--- src/hw/rtl/batch_vehicle_kinematics_step_defines.svh ---
// Assertion macros for the vehicle kinematics block.
`ifndef BATCH_VEHICLE_KINEMATICS_STEP_DEFINES_SVH
`define BATCH_VEHICLE_KINEMATICS_STEP_DEFINES_SVH

// Implication checked at every clock edge outside reset.
`define BVK_ASSERT_IMP(label, ante, cons) \
  label: assert property (@(posedge clk) disable iff (!rst_n) (ante) |-> (cons)) \
    else $error("bvk check failed");

// Next-cycle implication checked outside reset.
`define BVK_ASSERT_NXT(label, ante, cons) \
  label: assert property (@(posedge clk) disable iff (!rst_n) (ante) |=> (cons)) \
    else $error("bvk check failed");

`endif

--- src/hw/rtl/bvk_pkg.sv ---
package bvk_pkg;
  localparam int NumAgents = 64;
  localparam int FracBits = 16;
  localparam int IdxW = 6;
  localparam int CntW = 7;

  localparam logic [1:0] OP_LOAD = 2'd0;
  localparam logic [1:0] OP_CMD  = 2'd1;
  localparam logic [1:0] OP_STEP = 2'd2;
  localparam logic [1:0] OP_READ = 2'd3;

  localparam logic [2:0] REG_TIME_STEP = 3'd0;
  localparam logic [2:0] REG_MAX_H     = 3'd1;
  localparam logic [2:0] REG_MAX_V     = 3'd2;
  localparam logic [2:0] REG_IDLE      = 3'd3;
  localparam logic [2:0] REG_SPEED     = 3'd4;
  localparam logic [2:0] REG_WIND_E    = 3'd5;
  localparam logic [2:0] REG_WIND_N    = 3'd6;
  localparam logic [2:0] REG_ACTIVE    = 3'd7;

  localparam logic signed [33:0] S32_MAX = 34'sd2147483647;
  localparam logic signed [33:0] S32_MIN = -34'sd2147483648;

  typedef struct packed {
    logic rd;       // issue read of entry at addr
    logic wr_load;  // write load payload
    logic wr_cmd;   // write command payload
    logic out_read; // present read result
    logic [IdxW-1:0] addr;
  } bvk_cmd_t;

  function automatic logic signed [31:0] sat32(input logic signed [33:0] v);
    logic signed [31:0] r;
    if (v > S32_MAX) r = 32'sh7fffffff;
    else if (v < S32_MIN) r = 32'sh80000000;
    else r = v[31:0];
    return r;
  endfunction

  // floor shift of a product by FracBits
  function automatic logic signed [47:0] mulq_shift(input logic signed [63:0] p);
    logic signed [63:0] s;
    s = p >>> FracBits;
    return s[47:0];
  endfunction
endpackage

--- src/hw/rtl/bvk_ctrl.sv ---
module bvk_ctrl (
  input  logic clk,
  input  logic rst_n,
  input  logic start,
  input  logic [1:0] in_opcode,
  input  logic [bvk_pkg::IdxW-1:0] in_agent_index,
  input  logic [bvk_pkg::CntW-1:0] active_count,
  output logic busy,
  output bvk_pkg::bvk_cmd_t cmd
);
  import bvk_pkg::*;

  localparam logic [1:0] ST_IDLE = 2'd0;
  localparam logic [1:0] ST_STEP = 2'd1;
  localparam logic [1:0] ST_READ = 2'd2;
  localparam logic [1:0] ST_DRAIN = 2'd3;

  logic [1:0] state_r, state_nxt;
  logic [CntW-1:0] cnt_r, cnt_nxt, lim;
  logic [3:0] drain_r, drain_nxt;
  logic [IdxW-1:0] idx_r, idx_nxt;
  logic go;

  assign go = start && (state_r == ST_IDLE);
  assign busy = state_r != ST_IDLE;
  assign lim = (active_count > CntW'(NumAgents)) ? CntW'(NumAgents) : active_count;

  always_comb begin
    state_nxt = state_r;
    cnt_nxt = cnt_r;
    drain_nxt = drain_r;
    idx_nxt = idx_r;
    cmd = '0;
    cmd.addr = in_agent_index;
    unique case (state_r)
      ST_IDLE: begin
        if (go) begin
          unique case (in_opcode)
            OP_LOAD: cmd.wr_load = 1'b1;
            OP_CMD:  cmd.wr_cmd = 1'b1;
            OP_READ: begin
              cmd.rd = 1'b1;
              idx_nxt = in_agent_index;
              state_nxt = ST_READ;
            end
            default: begin
              cnt_nxt = '0;
              state_nxt = ST_STEP;
            end
          endcase
        end
      end
      ST_STEP: begin
        if (cnt_r < lim) begin
          cmd.rd = 1'b1;
          cmd.addr = cnt_r[IdxW-1:0];
          cnt_nxt = cnt_r + 1'b1;
        end else begin
          drain_nxt = 4'd3;
          state_nxt = ST_DRAIN;
        end
      end
      ST_READ: begin
        cmd.out_read = 1'b1;
        cmd.addr = idx_r;
        state_nxt = ST_IDLE;
      end
      default: begin
        if (drain_r == 4'd0) state_nxt = ST_IDLE;
        else drain_nxt = drain_r - 1'b1;
      end
    endcase
  end

  always_ff @(posedge clk) begin
    if (!rst_n) begin
      state_r <= ST_IDLE;
      cnt_r <= '0;
      drain_r <= '0;
      idx_r <= '0;
    end else begin
      state_r <= state_nxt;
      cnt_r <= cnt_nxt;
      drain_r <= drain_nxt;
      idx_r <= idx_nxt;
    end
  end
endmodule

--- config.mk ---
export PLATFORM = sky130hd
export DESIGN_NAME = bvk_ctrl
export DESIGN_NICKNAME = d
export VERILOG_FILES = /design/src/hw/rtl/batch_vehicle_kinematics_step_defines.svh /design/src/hw/rtl/bvk_pkg.sv /design/src/hw/rtl/bvk_ctrl.sv
export SDC_FILE = /design/constraint.sdc
export NUM_CORES = 1
export LEC_CHECK = 0
export BUFFER_PORTS_ARGS = -buffer_cell sky130_fd_sc_hd__buf_4
export CORE_MARGIN = 1
export CORE_UTILIZATION = 30
export CTS_CLUSTER_SIZE = 8
export DETAILED_ROUTE_END_ITERATION = 8
export PLACE_DENSITY = 0.59
export SYNTH_ARGS = -nofsm -noshare
export SYNTH_HDL_FRONTEND = slang
export SYNTH_SLANG_ARGS = --single-unit
export TNS_END_PERCENT = 50
--- constraint.sdc ---
create_clock -name clk -period 2.7 [get_ports clk]
set_input_delay 0.135 -clock clk [delete_from_list [all_inputs] [get_ports clk]]
set_output_delay 0.135 -clock clk [all_outputs]
set_load 0.005 [all_outputs]
==> flow_metrics.tcl <==
set metrics [dict create \
    status "completed" \
    num_io_pins 29 \
    reg2reg_slack_ns 0.56 \
    die-area_sq_mm 0.00485 \
    period_share_pct 90.4 \
    ys_ff_latch 19 \
    postCtsSetupBuffers 0 \
    antenna_found_initial 0 \
    r2r_start "cnt_r[4]" \
    drtAntennaViolNets 0 \
    synthFlopType "dfxtp_1" \
    irDropWorstVdd_mv 0.392 \
    cts-root-buf "clkbuf_8" \
    synth-edff-count 0 \
    synth_area_sq_mm 0.00137 \
    max_cap_viol_count 0 \
    final.setup.worst_slack_ns 0.259 \
    tightestPinTransition_ns 0.666 \
    cp-start-kind "register" \
    critical_path.max_fanout 8 \
    core_area_sq_mm 0.00438 \
    utilization_pct 38.1 \
    clk_path_buf_depth 2 \
    hold_violations 0 \
    slew_headroom_pct 55.4 \
    cts_max_level 1 \
    cts_tree "yes" \
    grt_max_degree 25 \
    layout.nets 235 \
    vias_per_cell 5.39 \
    slew_viol_final 0 \
    intPower_uw 776 \
    cts_buffers 3 \
    numClockSinks 19 \
    switching_share_pct 42.9 \
    ys_seq_area_share_pct 27.7 \
    gp_congestion 0.752 \
    io_buffers 28 \
    grt_pass1_vias 1316 \
    syn_nets 208 \
    fmaxAchievable_mhz 410 \
    first_pass_iters 5 \
    yosysMostFrequentCell "nand2_1" \
    die_x_um 69.6 \
    num_rows 24 \
    syn_to_final_growth_pct 21.7 \
    hold_class "in -> reg" \
    synthTopCellsByCount "nand2_1, dfxtp_1, inv_1, nand3_1, ha_1" \
    track_usage_pct 14.7 \
    min_path_cells 3 \
    synth_top_area_share_pct 27.7 \
    cts_resized 0 \
    grt_pass1_wl_mm 5.81 \
    insertion_delay_ns 0.26 \
    netlist_top_cells_area "dfxtp_1, ha_1, nand2_1" \
    cp-endpoint "cmd[2]" \
    pre_cts_ws_ns 0.505 \
    syn_inst 178 \
    seq_area_sq_um 380 \
    reg2reg_depth 6 \
    drtIter0Drc 35 \
    hpwl_mm 2.67 \
    clock_skew_ns 0.00966 \
    cp-startpoint "cnt_r[4]" \
    yosys_warnings 0 \
    grt_overflow_total 0 \
    pwr-share-comb_pct 57.9 \
    yosysUniqueCellTypes 40 \
    cp.required_ns 2.57 \
    seqPwrFrac_pct 26.7 \
    setup.worst_path.end_class "output pin" \
    multi_input_area_sq_um 917 \
    cts_hold_buf 0 \
    synth_top_cell_by_area "dfxtp_1" \
    async_reset_ff_share_pct 0 \
    start_util_pct 31.3 \
    drive_gt1_share_pct 18.6 \
    drc 0 \
    die_h_um 69.6 \
    p_clk_share_pct 15.4 \
    avgRoutedWirePerCell_um 13.4 \
    wl_mm 3.42 \
    worstSetupPathType "reg -> out" \
    path_clk_slew_ns 0.08 \
    regToRegEndpoint "cnt_r[5]" \
    crit_arrival_ns 2.31 \
    final.min_clock_period_ns 2.44 \
    leakagePower_nw 0.732 \
    antenna_cells 0 \
    num_vias 1381 \
    finalSetupViolCount 0 \
    fin_setup_tns_ns 0 \
    p_sw_uw 583 \
    rsz0062_at_grt "false" \
    power_density_mw_per_mm2 814 \
    syn_area_per_cell_sq_um 7.71 \
    nFillCells 487 \
]
routing by layer:
layer / GRT usage, % / up-vias / wire length, um
met5: 0 / - / 0
met4: 5.33 / 0 / 42
met3: 1.45 / 2 / 108
met2: 25.0 / 31 / 1650
met1: 19.2 / 644 / 1620
li1: - / 704 / -
sequential cells by signal (all words and copies together) (netlist names):
name,count
cnt_r,7
drain_r,4
idx_r,6
state_r,2
layout by cell type (no fill, tap or decap), types with 6 or more instances in the layout:
master / Yosys / routed
o21ai_0: 6 / 6
nor2_1: 6 / 6
dfxtp_1: 19 / 19
a22oi_1: 6 / 6
nand3_1: 13 / 13
a21boi_0: 6 / 6
nand2_1: 39 / 39
buf_4: 1 / 28
a21oi_1: 7 / 7
ha_1: 12 / 12
inv_1: 13 / 13
worst max-delay path, cell delays in order (launching register included):
cell and delay, ns:
dfxtp_1 0.50, ha_1 0.31, a211oi_1 0.27, nor2_1 0.14, a2111oi_4 0.45, a22oi_1 0.17
nand2_1 0.11, buf_4 0.11
power by group through the flow:
stage	registers, mW	logic [mW]	clock network (mW)
6_report	0.363	0.787	0.210
2_1_floorplan	0.360	0.548	0
4_1_cts	0.362	0.799	0.211
5_1_grt	0.369	0.897	0.223
3_3_place_gp	0.368	0.794	0
3_5_place_dp	0.369	0.796	0
worst min path at each step:
stage	start	endpoint	slack, ns
CTS	in_agent_index[0]	idx_r[0]	0.14
global placement	in_agent_index[1]	idx_r[1]	0.41
finish	in_agent_index[0]	idx_r[0]	0.13
global route	in_agent_index[3]	idx_r[3]	0.15
floorplan	in_agent_index[0]	idx_r[0]	0.28
detailed placement	in_agent_index[0]	idx_r[0]	0.42
cell families after synthesis:
| kind of cell | synth area share [%] |
|---|---|
| flip-flops | 27.7 |
| adder cells (fa/ha/maj) | 10.9 |
| buffers and inverters | 5.47 |
| AND/OR/NAND/NOR | 27.4 |
| AO/OA/AOI/OAI | 28.4 |
area by class of cell:
class | count | share of cell area, %
tap | 52 | 3.90
clock buffer | 3 | 2.47
multi-input combinational | 140 | 54.9
timing repair buffer | 28 | 12.6
clock inverter | 1 | 0.449
sequential | 19 | 22.8
inverter | 13 | 2.92
through the flow:
stage	cells	hold slack (ns)	instance area, sq um	total power, mW
global placement	252	0.411	1620	1.16
finish	256	0.135	1670	1.36
CTS	256	0.137	1670	1.37
detailed placement	252	0.422	1620	1.16
floorplan	178	0.280	1370	0.908
global route	256	0.146	1670	1.49
(Power assumes the default switching activity.)
